==> src/rtl/core/lcdtb_pkg.sv <==
package lcdtb_pkg;

  // Display geometry
  localparam int LINE_WIDTH = 16;
  localparam int LINE_COUNT = 2;
  localparam int STORE_SIZE = LINE_WIDTH * LINE_COUNT;

  localparam int ADDR_W = (STORE_SIZE > 1) ? $clog2(STORE_SIZE) : 1;
  localparam int IDX_W  = $clog2(STORE_SIZE + LINE_WIDTH);
  localparam int COL_W  = (LINE_WIDTH > 1) ? $clog2(LINE_WIDTH) : 1;
  localparam int ROW_W  = $clog2(LINE_COUNT + 1);

  // Request kinds
  localparam logic [1:0] KIND_CHAR    = 2'd0;
  localparam logic [1:0] KIND_CLEAR   = 2'd1;
  localparam logic [1:0] KIND_REFRESH = 2'd2;
  localparam logic [1:0] KIND_INIT    = 2'd3;

  // Control characters
  localparam logic [7:0] CHAR_CR = 8'h0D;
  localparam logic [7:0] CHAR_LF = 8'h0A;
  localparam logic [7:0] CHAR_FF = 8'h0C;

  localparam logic [7:0] CHAR_SPACE   = 8'h20;
  localparam logic [7:0] FILL_RESET   = 8'h20;
  localparam logic [7:0] CMD_HOME     = 8'h02;
  localparam logic [7:0] CMD_SET_ADDR = 8'h80;

  localparam logic [1:0] INIT_LAST = 2'd3;

  function automatic logic [7:0] init_cmd(input logic [1:0] idx);
    logic [7:0] b;
    case (idx)
      2'd0:    b = 8'h3A;  // function set
      2'd1:    b = 8'h0C;  // display on, cursor off
      2'd2:    b = 8'h01;  // clear display
      default: b = 8'h06;  // entry mode: increment
    endcase
    return b;
  endfunction

  typedef enum logic [1:0] {PTR_HOLD, PTR_ZERO, PTR_LAST_LINE, PTR_INC} ptr_op_t;
  typedef enum logic [1:0] {SEQ_HOLD, SEQ_CLR, SEQ_COL_INC, SEQ_ROW_INC} seq_op_t;
  typedef enum logic {RD_PTR, RD_PTR_NEXT_LINE} rd_sel_t;
  typedef enum logic [1:0] {WR_FILL, WR_COPY, WR_CHAR} wr_sel_t;
  typedef enum logic [1:0] {FILL_ZERO, FILL_SPACE, FILL_CFG} fill_sel_t;
  typedef enum logic [2:0] {CUR_HOLD, CUR_HOME, CUR_CR, CUR_LF, CUR_UP, CUR_ADV} cur_op_t;
  typedef enum logic [2:0] {
    EMIT_NONE, EMIT_HOME, EMIT_ROW, EMIT_DATA, EMIT_CURSOR, EMIT_INIT
  } emit_t;

  typedef struct packed {
    logic      req_load;
    ptr_op_t   ptr_op;
    seq_op_t   seq_op;
    logic      mem_rd;
    rd_sel_t   rd_sel;
    logic      mem_wr;
    wr_sel_t   wr_sel;
    fill_sel_t fill_sel;
    cur_op_t   cur_op;
    emit_t     emit;
    logic      emit_last;
    logic [1:0] init_idx;
  } dp_cmd_t;

  typedef struct packed {
    logic [1:0] kind;
    logic [7:0] code;
    logic       cur_past_end;
    logic       ptr_scroll_end;
    logic       ptr_end;
    logic       seq_col_end;
    logic       seq_row_end;
  } dp_stat_t;

endpackage

==> src/rtl/core/lcdtb_dpath.sv <==
module lcdtb_dpath (
  input  logic                 clk,
  input  logic                 rst_n,
  input  lcdtb_pkg::dp_cmd_t   cmd,
  output lcdtb_pkg::dp_stat_t  stat,
  input  logic [1:0]           in_kind,
  input  logic [7:0]           in_char_code,
  input  logic                 cfg_wr_en,
  input  logic [7:0]           cfg_wr_data,
  output logic                 out_strobe,
  output logic                 out_is_data,
  output logic [7:0]           out_bus_byte,
  output logic                 out_last
);

  localparam int AW = lcdtb_pkg::ADDR_W;
  localparam int IW = lcdtb_pkg::IDX_W;
  localparam int CW = lcdtb_pkg::COL_W;
  localparam int RW = lcdtb_pkg::ROW_W;

  logic [7:0] mem [lcdtb_pkg::STORE_SIZE];
  logic [7:0] rd_r;

  logic [1:0]  kind_r;
  logic [7:0]  code_r;
  logic [7:0]  fill_char_r;
  logic [AW-1:0] ptr_r, ptr_nxt;
  logic [CW-1:0] col_r, col_nxt;
  logic [RW-1:0] row_r, row_nxt;
  logic [CW-1:0] seq_col_r, seq_col_nxt;
  logic [RW-1:0] seq_row_r, seq_row_nxt;

  logic          out_strobe_r, out_strobe_nxt;
  logic          out_is_data_r, out_is_data_nxt;
  logic [7:0]    out_byte_r, out_byte_nxt;
  logic          out_last_r, out_last_nxt;

  logic [IW-1:0] cur_idx, next_line_idx;
  logic [AW-1:0] rd_addr, wr_addr;
  logic [7:0]    wr_data, fill_val;
  logic [RW-1:0] cur_y;
  logic [7:0]    cur_byte, row_byte;

  assign cur_idx = IW'(row_r) * IW'(lcdtb_pkg::LINE_WIDTH) + IW'(col_r);
  assign next_line_idx = IW'(ptr_r) + IW'(lcdtb_pkg::LINE_WIDTH);

  // cursor row one past the end shows on the top line
  assign cur_y    = (row_r == RW'(lcdtb_pkg::LINE_COUNT)) ? '0 : row_r;
  assign cur_byte = lcdtb_pkg::CMD_SET_ADDR | 8'((8'(cur_y) << 6) + 8'(col_r));
  assign row_byte = lcdtb_pkg::CMD_SET_ADDR | 8'(8'(seq_row_r) << 6);

  always_comb begin
    case (cmd.fill_sel)
      lcdtb_pkg::FILL_ZERO:  fill_val = 8'h00;
      lcdtb_pkg::FILL_SPACE: fill_val = lcdtb_pkg::CHAR_SPACE;
      default:               fill_val = fill_char_r;
    endcase
  end

  always_comb begin
    case (cmd.wr_sel)
      lcdtb_pkg::WR_COPY: begin
        wr_addr = ptr_r;
        wr_data = rd_r;
      end
      lcdtb_pkg::WR_CHAR: begin
        wr_addr = cur_idx[AW-1:0];
        wr_data = code_r;
      end
      default: begin
        wr_addr = ptr_r;
        wr_data = fill_val;
      end
    endcase
  end

  assign rd_addr = (cmd.rd_sel == lcdtb_pkg::RD_PTR_NEXT_LINE) ? next_line_idx[AW-1:0] : ptr_r;

  always_ff @(posedge clk) begin
    if (cmd.mem_wr) begin
      mem[wr_addr] <= wr_data;
    end
    if (cmd.mem_rd) begin
      rd_r <= mem[rd_addr];
    end
  end

  always_comb begin
    case (cmd.ptr_op)
      lcdtb_pkg::PTR_ZERO:      ptr_nxt = '0;
      lcdtb_pkg::PTR_LAST_LINE: ptr_nxt = AW'(lcdtb_pkg::STORE_SIZE - lcdtb_pkg::LINE_WIDTH);
      lcdtb_pkg::PTR_INC:       ptr_nxt = ptr_r + AW'(1);
      default:                  ptr_nxt = ptr_r;
    endcase
  end

  always_comb begin
    seq_col_nxt = seq_col_r;
    seq_row_nxt = seq_row_r;
    case (cmd.seq_op)
      lcdtb_pkg::SEQ_CLR: begin
        seq_col_nxt = '0;
        seq_row_nxt = '0;
      end
      lcdtb_pkg::SEQ_COL_INC: seq_col_nxt = seq_col_r + CW'(1);
      lcdtb_pkg::SEQ_ROW_INC: begin
        seq_col_nxt = '0;
        seq_row_nxt = seq_row_r + RW'(1);
      end
      default: ;
    endcase
  end

  always_comb begin
    col_nxt = col_r;
    row_nxt = row_r;
    case (cmd.cur_op)
      lcdtb_pkg::CUR_HOME: begin
        col_nxt = '0;
        row_nxt = '0;
      end
      lcdtb_pkg::CUR_CR: col_nxt = '0;
      lcdtb_pkg::CUR_LF: row_nxt = row_r + RW'(1);
      lcdtb_pkg::CUR_UP: row_nxt = row_r - RW'(1);
      lcdtb_pkg::CUR_ADV: begin
        if (col_r == CW'(lcdtb_pkg::LINE_WIDTH - 1)) begin
          col_nxt = '0;
          row_nxt = row_r + RW'(1);
        end else begin
          col_nxt = col_r + CW'(1);
        end
      end
      default: ;
    endcase
  end

  always_comb begin
    out_strobe_nxt  = 1'b1;
    out_is_data_nxt = 1'b0;
    out_last_nxt    = cmd.emit_last;
    case (cmd.emit)
      lcdtb_pkg::EMIT_HOME:   out_byte_nxt = lcdtb_pkg::CMD_HOME;
      lcdtb_pkg::EMIT_ROW:    out_byte_nxt = row_byte;
      lcdtb_pkg::EMIT_DATA: begin
        out_byte_nxt    = rd_r;
        out_is_data_nxt = 1'b1;
      end
      lcdtb_pkg::EMIT_CURSOR: out_byte_nxt = cur_byte;
      lcdtb_pkg::EMIT_INIT:   out_byte_nxt = lcdtb_pkg::init_cmd(cmd.init_idx);
      default: begin
        out_byte_nxt   = 8'h00;
        out_strobe_nxt = 1'b0;
      end
    endcase
  end

  always_ff @(posedge clk) begin
    if (!rst_n) begin
      ptr_r        <= '0;
      col_r        <= '0;
      row_r        <= '0;
      seq_col_r    <= '0;
      seq_row_r    <= '0;
      fill_char_r  <= lcdtb_pkg::FILL_RESET;
      out_strobe_r <= 1'b0;
    end else begin
      ptr_r        <= ptr_nxt;
      col_r        <= col_nxt;
      row_r        <= row_nxt;
      seq_col_r    <= seq_col_nxt;
      seq_row_r    <= seq_row_nxt;
      out_strobe_r <= out_strobe_nxt;
      if (cfg_wr_en) begin
        fill_char_r <= cfg_wr_data;
      end
    end
  end

  always_ff @(posedge clk) begin
    if (cmd.req_load) begin
      kind_r <= in_kind;
      code_r <= in_char_code;
    end
    out_is_data_r <= out_is_data_nxt;
    out_byte_r    <= out_byte_nxt;
    out_last_r    <= out_last_nxt;
  end

  assign stat.kind           = kind_r;
  assign stat.code           = code_r;
  assign stat.cur_past_end   = (row_r >= RW'(lcdtb_pkg::LINE_COUNT));
  assign stat.ptr_scroll_end =
    (ptr_r == AW'(lcdtb_pkg::STORE_SIZE - lcdtb_pkg::LINE_WIDTH - 1));
  assign stat.ptr_end        = (ptr_r == AW'(lcdtb_pkg::STORE_SIZE - 1));
  assign stat.seq_col_end    = (seq_col_r == CW'(lcdtb_pkg::LINE_WIDTH - 1));
  assign stat.seq_row_end    = (seq_row_r == RW'(lcdtb_pkg::LINE_COUNT - 1));

  assign out_strobe   = out_strobe_r;
  assign out_is_data  = out_is_data_r;
  assign out_bus_byte = out_byte_r;
  assign out_last     = out_last_r;

  // the final bus write of a request is never followed directly by another
  a_last_ends: assert property (@(posedge clk) disable iff (!rst_n)
    out_strobe_r && out_last_r |=> !out_strobe_r)
    else $error("bus write right after final write");

  // characters are only stored with the cursor inside the store
  a_char_in_range: assert property (@(posedge clk) disable iff (!rst_n)
    cmd.mem_wr && cmd.wr_sel == lcdtb_pkg::WR_CHAR |-> row_r < RW'(lcdtb_pkg::LINE_COUNT))
    else $error("character write past end of store");

  // every store read is consumed in the following cycle, never back to back
  a_read_spacing: assert property (@(posedge clk) disable iff (!rst_n)
    cmd.mem_rd |=> !cmd.mem_rd)
    else $error("back to back store reads");

endmodule

==> src/rtl/core/lcdtb_ctrl.sv <==
module lcdtb_ctrl (
  input  logic                 clk,
  input  logic                 rst_n,
  input  logic                 start,
  output logic                 busy,
  input  lcdtb_pkg::dp_stat_t  stat,
  output lcdtb_pkg::dp_cmd_t   cmd
);

  localparam logic [3:0] ST_IDLE     = 4'd0;
  localparam logic [3:0] ST_DISP     = 4'd1;
  localparam logic [3:0] ST_SCR_RD   = 4'd2;
  localparam logic [3:0] ST_SCR_WR   = 4'd3;
  localparam logic [3:0] ST_FILL     = 4'd4;
  localparam logic [3:0] ST_APPLY    = 4'd5;
  localparam logic [3:0] ST_REF_HOME = 4'd6;
  localparam logic [3:0] ST_REF_ROW  = 4'd7;
  localparam logic [3:0] ST_REF_RD   = 4'd8;
  localparam logic [3:0] ST_REF_DAT  = 4'd9;
  localparam logic [3:0] ST_REF_CUR  = 4'd10;
  localparam logic [3:0] ST_INIT     = 4'd11;

  logic [3:0]           state_r, state_nxt;
  lcdtb_pkg::fill_sel_t fill_sel_r, fill_sel_nxt;
  logic                 ret_apply_r, ret_apply_nxt;
  logic [1:0]           init_cnt_r, init_cnt_nxt;
  logic                 accept;

  assign busy   = (state_r != ST_IDLE);
  assign accept = start && !busy;

  always_comb begin
    state_nxt     = state_r;
    fill_sel_nxt  = fill_sel_r;
    ret_apply_nxt = ret_apply_r;
    init_cnt_nxt  = init_cnt_r;

    cmd           = '0;
    cmd.ptr_op    = lcdtb_pkg::PTR_HOLD;
    cmd.seq_op    = lcdtb_pkg::SEQ_HOLD;
    cmd.rd_sel    = lcdtb_pkg::RD_PTR;
    cmd.wr_sel    = lcdtb_pkg::WR_FILL;
    cmd.fill_sel  = fill_sel_r;
    cmd.cur_op    = lcdtb_pkg::CUR_HOLD;
    cmd.emit      = lcdtb_pkg::EMIT_NONE;
    cmd.init_idx  = init_cnt_r;

    unique case (state_r)
      ST_IDLE: begin
        cmd.req_load = start;
        if (start) begin
          state_nxt = ST_DISP;
        end
      end

      ST_DISP: begin
        unique case (stat.kind)
          lcdtb_pkg::KIND_CHAR: begin
            if (stat.cur_past_end) begin
              cmd.cur_op = lcdtb_pkg::CUR_UP;
              if (lcdtb_pkg::LINE_COUNT > 1) begin
                cmd.ptr_op = lcdtb_pkg::PTR_ZERO;
                state_nxt  = ST_SCR_RD;
              end else begin
                cmd.ptr_op    = lcdtb_pkg::PTR_LAST_LINE;
                fill_sel_nxt  = lcdtb_pkg::FILL_CFG;
                ret_apply_nxt = 1'b1;
                state_nxt     = ST_FILL;
              end
            end else begin
              state_nxt = ST_APPLY;
            end
          end
          lcdtb_pkg::KIND_CLEAR: begin
            cmd.ptr_op    = lcdtb_pkg::PTR_ZERO;
            cmd.cur_op    = lcdtb_pkg::CUR_HOME;
            fill_sel_nxt  = lcdtb_pkg::FILL_SPACE;
            ret_apply_nxt = 1'b0;
            state_nxt     = ST_FILL;
          end
          lcdtb_pkg::KIND_REFRESH: begin
            cmd.ptr_op = lcdtb_pkg::PTR_ZERO;
            cmd.seq_op = lcdtb_pkg::SEQ_CLR;
            state_nxt  = ST_REF_HOME;
          end
          default: begin
            init_cnt_nxt = '0;
            state_nxt    = ST_INIT;
          end
        endcase
      end

      // scroll: copy each entry from one line below
      ST_SCR_RD: begin
        cmd.mem_rd = 1'b1;
        cmd.rd_sel = lcdtb_pkg::RD_PTR_NEXT_LINE;
        state_nxt  = ST_SCR_WR;
      end

      ST_SCR_WR: begin
        cmd.mem_wr = 1'b1;
        cmd.wr_sel = lcdtb_pkg::WR_COPY;
        cmd.ptr_op = lcdtb_pkg::PTR_INC;
        if (stat.ptr_scroll_end) begin
          fill_sel_nxt  = lcdtb_pkg::FILL_CFG;
          ret_apply_nxt = 1'b1;
          state_nxt     = ST_FILL;
        end else begin
          state_nxt = ST_SCR_RD;
        end
      end

      // fill from the pointer to the end of the store
      ST_FILL: begin
        cmd.mem_wr = 1'b1;
        cmd.wr_sel = lcdtb_pkg::WR_FILL;
        if (stat.ptr_end) begin
          state_nxt = ret_apply_r ? ST_APPLY : ST_IDLE;
        end else begin
          cmd.ptr_op = lcdtb_pkg::PTR_INC;
        end
      end

      ST_APPLY: begin
        state_nxt = ST_IDLE;
        case (stat.code)
          lcdtb_pkg::CHAR_CR: cmd.cur_op = lcdtb_pkg::CUR_CR;
          lcdtb_pkg::CHAR_LF: cmd.cur_op = lcdtb_pkg::CUR_LF;
          lcdtb_pkg::CHAR_FF: begin
            cmd.cur_op    = lcdtb_pkg::CUR_HOME;
            cmd.ptr_op    = lcdtb_pkg::PTR_ZERO;
            fill_sel_nxt  = lcdtb_pkg::FILL_CFG;
            ret_apply_nxt = 1'b0;
            state_nxt     = ST_FILL;
          end
          default: begin
            cmd.mem_wr = 1'b1;
            cmd.wr_sel = lcdtb_pkg::WR_CHAR;
            cmd.cur_op = lcdtb_pkg::CUR_ADV;
          end
        endcase
      end

      ST_REF_HOME: begin
        cmd.emit  = lcdtb_pkg::EMIT_HOME;
        state_nxt = ST_REF_ROW;
      end

      ST_REF_ROW: begin
        cmd.emit  = lcdtb_pkg::EMIT_ROW;
        state_nxt = ST_REF_RD;
      end

      ST_REF_RD: begin
        cmd.mem_rd = 1'b1;
        state_nxt  = ST_REF_DAT;
      end

      ST_REF_DAT: begin
        cmd.emit   = lcdtb_pkg::EMIT_DATA;
        cmd.ptr_op = lcdtb_pkg::PTR_INC;
        if (stat.seq_col_end) begin
          if (stat.seq_row_end) begin
            state_nxt = ST_REF_CUR;
          end else begin
            cmd.seq_op = lcdtb_pkg::SEQ_ROW_INC;
            state_nxt  = ST_REF_ROW;
          end
        end else begin
          cmd.seq_op = lcdtb_pkg::SEQ_COL_INC;
          state_nxt  = ST_REF_RD;
        end
      end

      ST_REF_CUR: begin
        cmd.emit      = lcdtb_pkg::EMIT_CURSOR;
        cmd.emit_last = 1'b1;
        state_nxt     = ST_IDLE;
      end

      ST_INIT: begin
        cmd.emit      = lcdtb_pkg::EMIT_INIT;
        cmd.emit_last = (init_cnt_r == lcdtb_pkg::INIT_LAST);
        init_cnt_nxt  = init_cnt_r + 2'd1;
        if (init_cnt_r == lcdtb_pkg::INIT_LAST) begin
          state_nxt = ST_IDLE;
        end
      end

      default: state_nxt = ST_IDLE;
    endcase
  end

  always_ff @(posedge clk) begin
    if (!rst_n) begin
      // reset sweeps the store to zero before the first request
      state_r     <= ST_FILL;
      fill_sel_r  <= lcdtb_pkg::FILL_ZERO;
      ret_apply_r <= 1'b0;
      init_cnt_r  <= '0;
    end else begin
      state_r     <= state_nxt;
      fill_sel_r  <= fill_sel_nxt;
      ret_apply_r <= ret_apply_nxt;
      init_cnt_r  <= init_cnt_nxt;
    end
  end

  a_accept_disp: assert property (@(posedge clk) disable iff (!rst_n)
    accept |=> state_r == ST_DISP)
    else $error("accepted request not dispatched");

  // a last-marked write ends a refresh or init request and then the block is idle
  a_last_idle: assert property (@(posedge clk) disable iff (!rst_n)
    cmd.emit_last |=> state_r == ST_IDLE)
    else $error("final bus write not followed by idle");

  a_no_write_refresh: assert property (@(posedge clk) disable iff (!rst_n)
    (state_r == ST_REF_RD || state_r == ST_REF_DAT) |-> !cmd.mem_wr)
    else $error("store written during refresh");

endmodule

==> src/rtl/core/char_lcd_terminal_buffer_top.sv <==
// Character LCD text buffer with an HD44780-style command/data bus output.
// A request is taken when start is high and busy is low; busy stays high
// until the request is fully done. Bus writes appear on out_* for exactly
// one cycle each, flagged by out_strobe; the receiver cannot stall them and
// out_last marks the final write of a request. Work per request, with
// W = LINE_WIDTH, H = LINE_COUNT, S = W*H:
//   printable, CR, LF       move the cursor; a printable stores its byte
//   with scroll first       S-W copies up, fill last W (H = 1: no copies)
//   form feed               fill all S (plus the scroll above if it applies)
//   clear                   fill all S with spaces, cursor home
//   refresh                 home, per row its address and W data, cursor
//   init                    4 commands, one command per cycle
// Every scroll copy and every refresh byte is read from the frame store
// into a register before it is used, and fills write one entry per cycle.
// After reset the store is swept to zero with busy high.
// cfg_wr_data sets the form feed/scroll fill byte and may be written at
// any time the block is idle.
module char_lcd_terminal_buffer_top (
  input  logic       clk,
  input  logic       rst_n,
  input  logic       start,
  output logic       busy,
  input  logic [1:0] in_kind,
  input  logic [7:0] in_char_code,
  input  logic       cfg_wr_en,
  input  logic [7:0] cfg_wr_data,
  output logic       out_strobe,
  output logic       out_is_data,
  output logic [7:0] out_bus_byte,
  output logic       out_last
);

  lcdtb_pkg::dp_cmd_t  cmd;
  lcdtb_pkg::dp_stat_t stat;

  // sequencer: decodes the request and walks the store
  lcdtb_ctrl u_ctrl (
    .clk   (clk),
    .rst_n (rst_n),
    .start (start),
    .busy  (busy),
    .stat  (stat),
    .cmd   (cmd)
  );

  // frame store, cursor, fill register and bus output register
  lcdtb_dpath u_dpath (
    .clk          (clk),
    .rst_n        (rst_n),
    .cmd          (cmd),
    .stat         (stat),
    .in_kind      (in_kind),
    .in_char_code (in_char_code),
    .cfg_wr_en    (cfg_wr_en),
    .cfg_wr_data  (cfg_wr_data),
    .out_strobe   (out_strobe),
    .out_is_data  (out_is_data),
    .out_bus_byte (out_bus_byte),
    .out_last     (out_last)
  );

endmodule
==> config.mk <==
export PLATFORM = sky130hd
export DESIGN_NAME = char_lcd_terminal_buffer_top
export DESIGN_NICKNAME = d
export VERILOG_FILES = /design/src/rtl/core/lcdtb_pkg.sv /design/src/rtl/core/lcdtb_dpath.sv /design/src/rtl/core/lcdtb_ctrl.sv /design/src/rtl/core/char_lcd_terminal_buffer_top.sv
export SDC_FILE = /design/constraint.sdc
export NUM_CORES = 1
export LEC_CHECK = 0
export ABC_AREA = 1
export ABC_CLOCK_PERIOD_IN_PS = 2600
export BUFFER_PORTS_ARGS = -buffer_cell sky130_fd_sc_hd__buf_2
export CAP_MARGIN = 20
export CELL_PAD_IN_SITES_DETAIL_PLACEMENT = 0
export CELL_PAD_IN_SITES_GLOBAL_PLACEMENT = 1
export CORE_ASPECT_RATIO = 1.75
export CORE_MARGIN = 3
export CORE_UTILIZATION = 47
export CTS_BUF_LIST = sky130_fd_sc_hd__clkbuf_4 sky130_fd_sc_hd__clkbuf_8
export CTS_CLUSTER_SIZE = 12
export DETAILED_ROUTE_END_ITERATION = 16
export HOLD_SLACK_MARGIN = 0.02
export PLACE_DENSITY = 0.75
export REMOVE_ABC_BUFFERS = 1
export SETUP_SLACK_MARGIN = 0.02
export SLEW_MARGIN = 20
export SYNTH_ARGS = -nofsm -noshare
export SYNTH_HDL_FRONTEND = slang
export SYNTH_SLANG_ARGS = --single-unit
==> constraint.sdc <==
create_clock -name clk -period 2.6 [get_ports clk]
set_input_delay 0.52 -clock clk [delete_from_list [all_inputs] [get_ports clk]]
set_output_delay 0.52 -clock clk [all_outputs]
set_load 0.01 [all_outputs]
[Word level (Yosys, flattened, before mapping)]
Memories as Yosys holds them, arrays and structs flattened. A register that Yosys moved wholly into a read port is not among the register bits.
Cells that the tools add are included.
Storage, ports and cells
  register bits: 55
  bits in latches: 0
  memory bits (writable): 256
  memory bits (read-only): 0
  output and inout port bits: 12
  memories kept: 1
Cells by class
  add/sub/neg operators: 10
  $mul: 0
  div/mod/pow operators: 0
  order comparisons: 1
  eq/ne operators: 52
  shifts and indexed selects: 0
  multiplexer cells: 59
  bitwise logic cells: 0
  reductions and logical operators: 24
Memories
  u_dpath.mem: depth 32, bits a word 8, rd ports 1, clocked after memory_dff 1, wr ports 1, RTL line lcdtb_dpath.sv:21  | logic [7:0] mem [lcdtb_pkg::STORE_SIZE];
Operators with widths (number)
  $pmux 4 s11: 1
  $pmux 8 s5: 1
  $pmux 8 s2: 2
  $eq 4x4->1 const B: 6
  $eq 8x4->1 const B: 3
  $mux 4: 6
  $eq 2x2->1 const B: 9
  $mux 3: 6
  $pmux 3 s3: 2
  $pmux 6 s3: 1
  $eq 4x3->1 const B: 4
  $mux 2: 8
  $pmux 2 s2: 4
  $pmux 2 s4: 2
  $pmux 4 s2: 2
  $pmux 3 s5: 1
  $pmux 5 s3: 1
  $eq 2x1->1 const B: 7
  $mux 1: 14
  $eq 3x2->1 const B: 4
  $eq 3x3->1 const B: 4
  $ne 2x2->1 const B: 6
  $pmux 3 s2: 2
  $pmux 4 s3: 1
  other kinds (29): 49

[Longest topological paths before layout]
  depth in word-level cells: 7
  gate-level depth with buffers: 16
  gate-level depth less buffers: 15

[Modules after synthesis]
Synthesis repeated with hierarchy kept, for this count alone.
Second synthesis, totals
  cell total of the unflattened synthesis: 1350
  area, all modules: 13819.5 µm²
Modules (own cells, without submodules)
  lcdtb_dpath: times used 1, cells each 1193, area an instance 12953.7 µm²
  lcdtb_ctrl: times used 1, cells each 157, area an instance 865.8 µm²

[Least setup slack after synthesis]
No wires, ideal clock.
  kind: register to register
  start: register u_ctrl.state_r[0]
  end: memory u_dpath.mem[0][0], data pin
  setup time: 0.377 ns
  arrival time: 2.516 ns
  data required time: 2.223 ns
  setup slack: -0.292 ns
  cell stages (with the launch flop): 10
  buffers on the path: 1
  clock period less this slack: 2.892 ns
  cell sequence: dfxtp_1 -> inv_1 -> nor2_2 -> nand2_2 -> nor2_2 -> nand2_2 -> ha_1 -> clkbuf_1 -> a221oi_1 -> a21oi_1
On the way
  word-level cells in the longest chain between the ends: 4
  elaborated cells between the ends (all ways): 7
Ends and longest elaborated chain
  start, declared: RTL line lcdtb_ctrl.sv:23  | logic [3:0] state_r, state_nxt;
  start signal, assigned: RTL line lcdtb_ctrl.sv:202  | state_r <= state_nxt;
  $eq 4x3->1 or $eq 4x2->1 (tied branches): RTL line lcdtb_ctrl.sv:48  | unique case (state_r)
  $pmux 3 s3 *: RTL line lcdtb_ctrl.sv:48
  $eq 2x2->1 or $eq 2x1->1 (tied branches): RTL line lcdtb_dpath.sv:61  | case (cmd.wr_sel)
  $pmux 8 s2 *: RTL line lcdtb_dpath.sv:61
  named net u_dpath.wr_data[0]: RTL line lcdtb_dpath.sv:40  | logic [7:0] wr_data, fill_val;
  end, declared: RTL line lcdtb_dpath.sv:21
Mark *: on every way through the listed nets, which the timed path passes. The rest lies on a longest branch.

[Final worst setup path]
  start: register u_dpath.code_r[2]
  end: memory u_dpath.mem[13][3], enable pin
On the way
  word-level cells in the longest chain between the ends: 6
  elaborated cells between the ends (all ways): 10
Ends and longest elaborated chain
  start, declared: RTL line lcdtb_dpath.sv:25  | logic [7:0] code_r;
  start signal, assigned: RTL line lcdtb_dpath.sv:182  | code_r <= in_char_code;
  $eq 8x4->1: RTL line lcdtb_ctrl.sv:126  | case (stat.code)
  $reduce_or 3->1 (no line) *
  $mux 3 *: RTL line lcdtb_ctrl.sv:126
  $pmux 3 s3 *: RTL line lcdtb_ctrl.sv:48
  $eq 2x2->1 or $mux 1 (tied branches): RTL line lcdtb_dpath.sv:61, lcdtb_dpath.sv:80
  $mux 5 or $mux 1 (tied branches): RTL line lcdtb_dpath.sv:61, lcdtb_dpath.sv:81
Every way passes the cells marked *; elsewhere a longest branch is shown, timed or not.

==> flow_summary.ini <==
[timing]
rsz0062_at_grt = true
timing.final.crit_share_pct = 94.2
min_period_ns = 2.45
hold_slack_ns = 0.121
hold_viol_final = 0
fmax_mhz = 408
slew_violations = 0
tns_ns = 0
slew_headroom_pct = 48.0
setup_viol = 0
fin_skew_ns = 0.0274
finalWorstSetupSlack_ns = 0.152
worst_slew_pin_slew_ns = 0.780

[floorplanning]
chipHeight_um = 229
io_pins = 34
fp-row-count = 81
design.core.area_um2 = 28000
initial_core_util_pct = 47.7
die_w_um = 133
die-area_um2 = 30500

[critical_path]
cp_max_fo = 11
endpoint_kind = register
worst_path_largest_cell_delay_ns = 0.44
critPathRequiredTime_ns = 2.88
arrival_ns = 2.73
path_delay_family = simple AND/OR/NAND/NOR gates
critPathKind = reg -> reg
setup.worst_path.start_class = register
slowest_stage = edfxtp_1
path_buf_inv = 4
worst_path_most_repeated_cell = nand2_1
cp_cell_sequence = nand2_1 > inv_1 > nand2_1 > nor2_2 > nor2_2 > nand2_2 > inv_1 > ha_4 > nand2_1 > o21ai_2 > inv_1 > nor2_1 > nand2_1 > nor2_1 > buf_4

[route]
first_pass_iters = 5
antenna_left = 0
viasPerCell = 5.55
vias = 9315
routed_wirelength_um = 35300
drt_iter0_drc = 789
drc = 0
wire_per_inst_um = 21.1

[global_route]
overflow = 0
grt_use_total_pct = 23.3
grt_first_pass_wirelength_um = 54000
grt_pass1_vias = 9290
antenna_found_initial = 1
grt_max_degree = 66

[min_path]
worstHoldPathType = in -> reg

[synthesis]
synthArstFlopShare_pct = 0
synth_cell_types = 40
synth_ff_type = edfxtp_1
synth_edf_count = 274
ys_seq_area_share_pct = 68.4
syn_area_um2 = 13300
syn-mean-instance-area_um2 = 11.4
synth-seq-cells = 319
syn_inst = 1171
ys_warn_count = 0

[clocking]
cts_setup_buffers = 0
clock-sinks = 319
root_buffer = clkbuf_8
ctsHoldBuffers = 0
insertion_delay_ns = 0.59
cts_tree = done
cts_buffers = 45
path_clk_slew_ns = 0.07
htreeDepth = 2
cts-resized-gates = 3
clockBufferDepth = 3

[cells_and_area]
final_common_cell = edfxtp_1
utilization_pct = 55.0
final_cell_mix = edfxtp_1 (274), nor2_1 (245), o21ai_0 (145), nand2_1 (91), buf_4 (61)
final_nets = 1304
multi_input_area_um2 = 3750
layout.area.seq_um2 = 9130
areaGrowthSynthToFinish_pct = 15.3
nFillCells = 2443
design_area_um2 = 15400
drive_gt1_share_pct = 17.5

[power]
p_leak_uw = 0.00531
powerDensity_nw_per_um2 = 666
ir_worst_vdd_mv = 0.337

[placed_design]
dpl.hpwl_um = 22800
dp_slack_ns = -0.0763
port_buffers = 33
place_area_um2 = 14400
place.gp.congestion = 0.831

[status]
status = complete, no violations

[run]
drv_cap = 0
-- sequential cells by signal (all words and copies together), names as in the netlist --
| name | count |
|---|---|
| u_ctrl.fill_sel_r | 2 |
| u_ctrl.init_cnt_r | 2 |
| u_ctrl.ret_apply_r | 1 |
| u_ctrl.state_r | 4 |
| u_dpath.code_r | 8 |
| u_dpath.col_r | 4 |
| u_dpath.fill_char_r | 8 |
| u_dpath.kind_r | 2 |
| u_dpath.mem | 256 |
| u_dpath.out_bus_byte | 8 |
| u_dpath.out_is_data | 1 |
| u_dpath.out_last | 1 |
| u_dpath.out_strobe | 1 |
| u_dpath.ptr_r | 5 |
| u_dpath.rd_r | 8 |
| u_dpath.row_r | 2 |
| u_dpath.seq_col_r | 4 |
| u_dpath.seq_row_r | 2 |
-- kinds of logic after synthesis --
family                   Yosys count  synth area share, %
buffers and inverters            122                 4.00
XOR/XNOR                           5                0.328
flip-flops                       319                 68.4
AO/OA/AOI/OAI                    292                 12.9
AND/OR/NAND/NOR                  417                 12.9
adder cells (fa/ha/maj)           16                 1.50
-- synth_stat cells (6+ instances only) --
| cell | n | share of area (%) |
|---|---|---|
| nand3_1 | 46 | 1.7 |
| nor2_2 | 6 | 0.28 |
| nor2_1 | 249 | 7.0 |
| o211ai_1 | 36 | 2.0 |
| o21ai_1 | 19 | 0.71 |
| o22ai_1 | 15 | 0.70 |
| nand2_1 | 93 | 2.6 |
| a21oi_1 | 31 | 1.2 |
| dfxtp_1 | 45 | 6.8 |
| inv_2 | 8 | 0.23 |
| edfxtp_1 | 274 | 62 |
| buf_2 | 21 | 0.79 |
| o21ai_0 | 147 | 5.5 |
| inv_1 | 52 | 1.5 |
| buf_4 | 7 | 0.39 |
| clkbuf_1 | 28 | 0.79 |
| a221oi_1 | 9 | 0.59 |
| o221ai_1 | 21 | 1.4 |
| ha_1 | 16 | 1.5 |
-- metrics by stage --
step / std cells / power (uW)
2_1_floorplan: 1111 / 6080
3_3_place_gp: 1592 / 6400
3_5_place_dp: 1592 / 6400
4_1_cts: 1676 / 10300
5_1_grt: 1677 / 10600
6_report: 1677 / 10200
-- final cells by class --
class | count | share of cell area (%)
inverter | 62 | 1.52
timing repair buffer | 108 | 5.70
clock inverter | 21 | 0.814
sequential | 319 | 59.4
clock buffer | 63 | 5.11
antenna | 1 | 0.0163
multi-input combinational | 730 | 24.4
tap | 373 | 3.04
-- per-layer routing --
layer	part of all wire (%)	GRT usage [%]
met1	37	26.6
met3	3.9	2.71
met5	0	0
met2	55	43.4
met4	4.0	10.3
-- where the power goes --
part / leakage, uW / switching, uW / total, uW / internal (uW)
Clock: 0.000477 / 1870 / 3940 / 2060
Combinational: 0.00207 / 500 / 728 / 228
Sequential: 0.00276 / 18.9 / 5570 / 5550
-- path summary, 6_finish.rpt --
path	start	to	slack (ns)	cells after the start
worst max-delay path	u_dpath.code_r[2]	u_dpath.mem[13][3]	0.15	15
worst min-delay path	in_char_code[0]	u_dpath.code_r[0]	0.12	1
worst max register to register	u_dpath.code_r[2]	u_dpath.mem[13][3]	0.15	15
worst min register to register	u_dpath.fill_char_r[5]	u_dpath.fill_char_r[5]	0.47	2
Note: power is estimated with default switching activity, not from simulation.
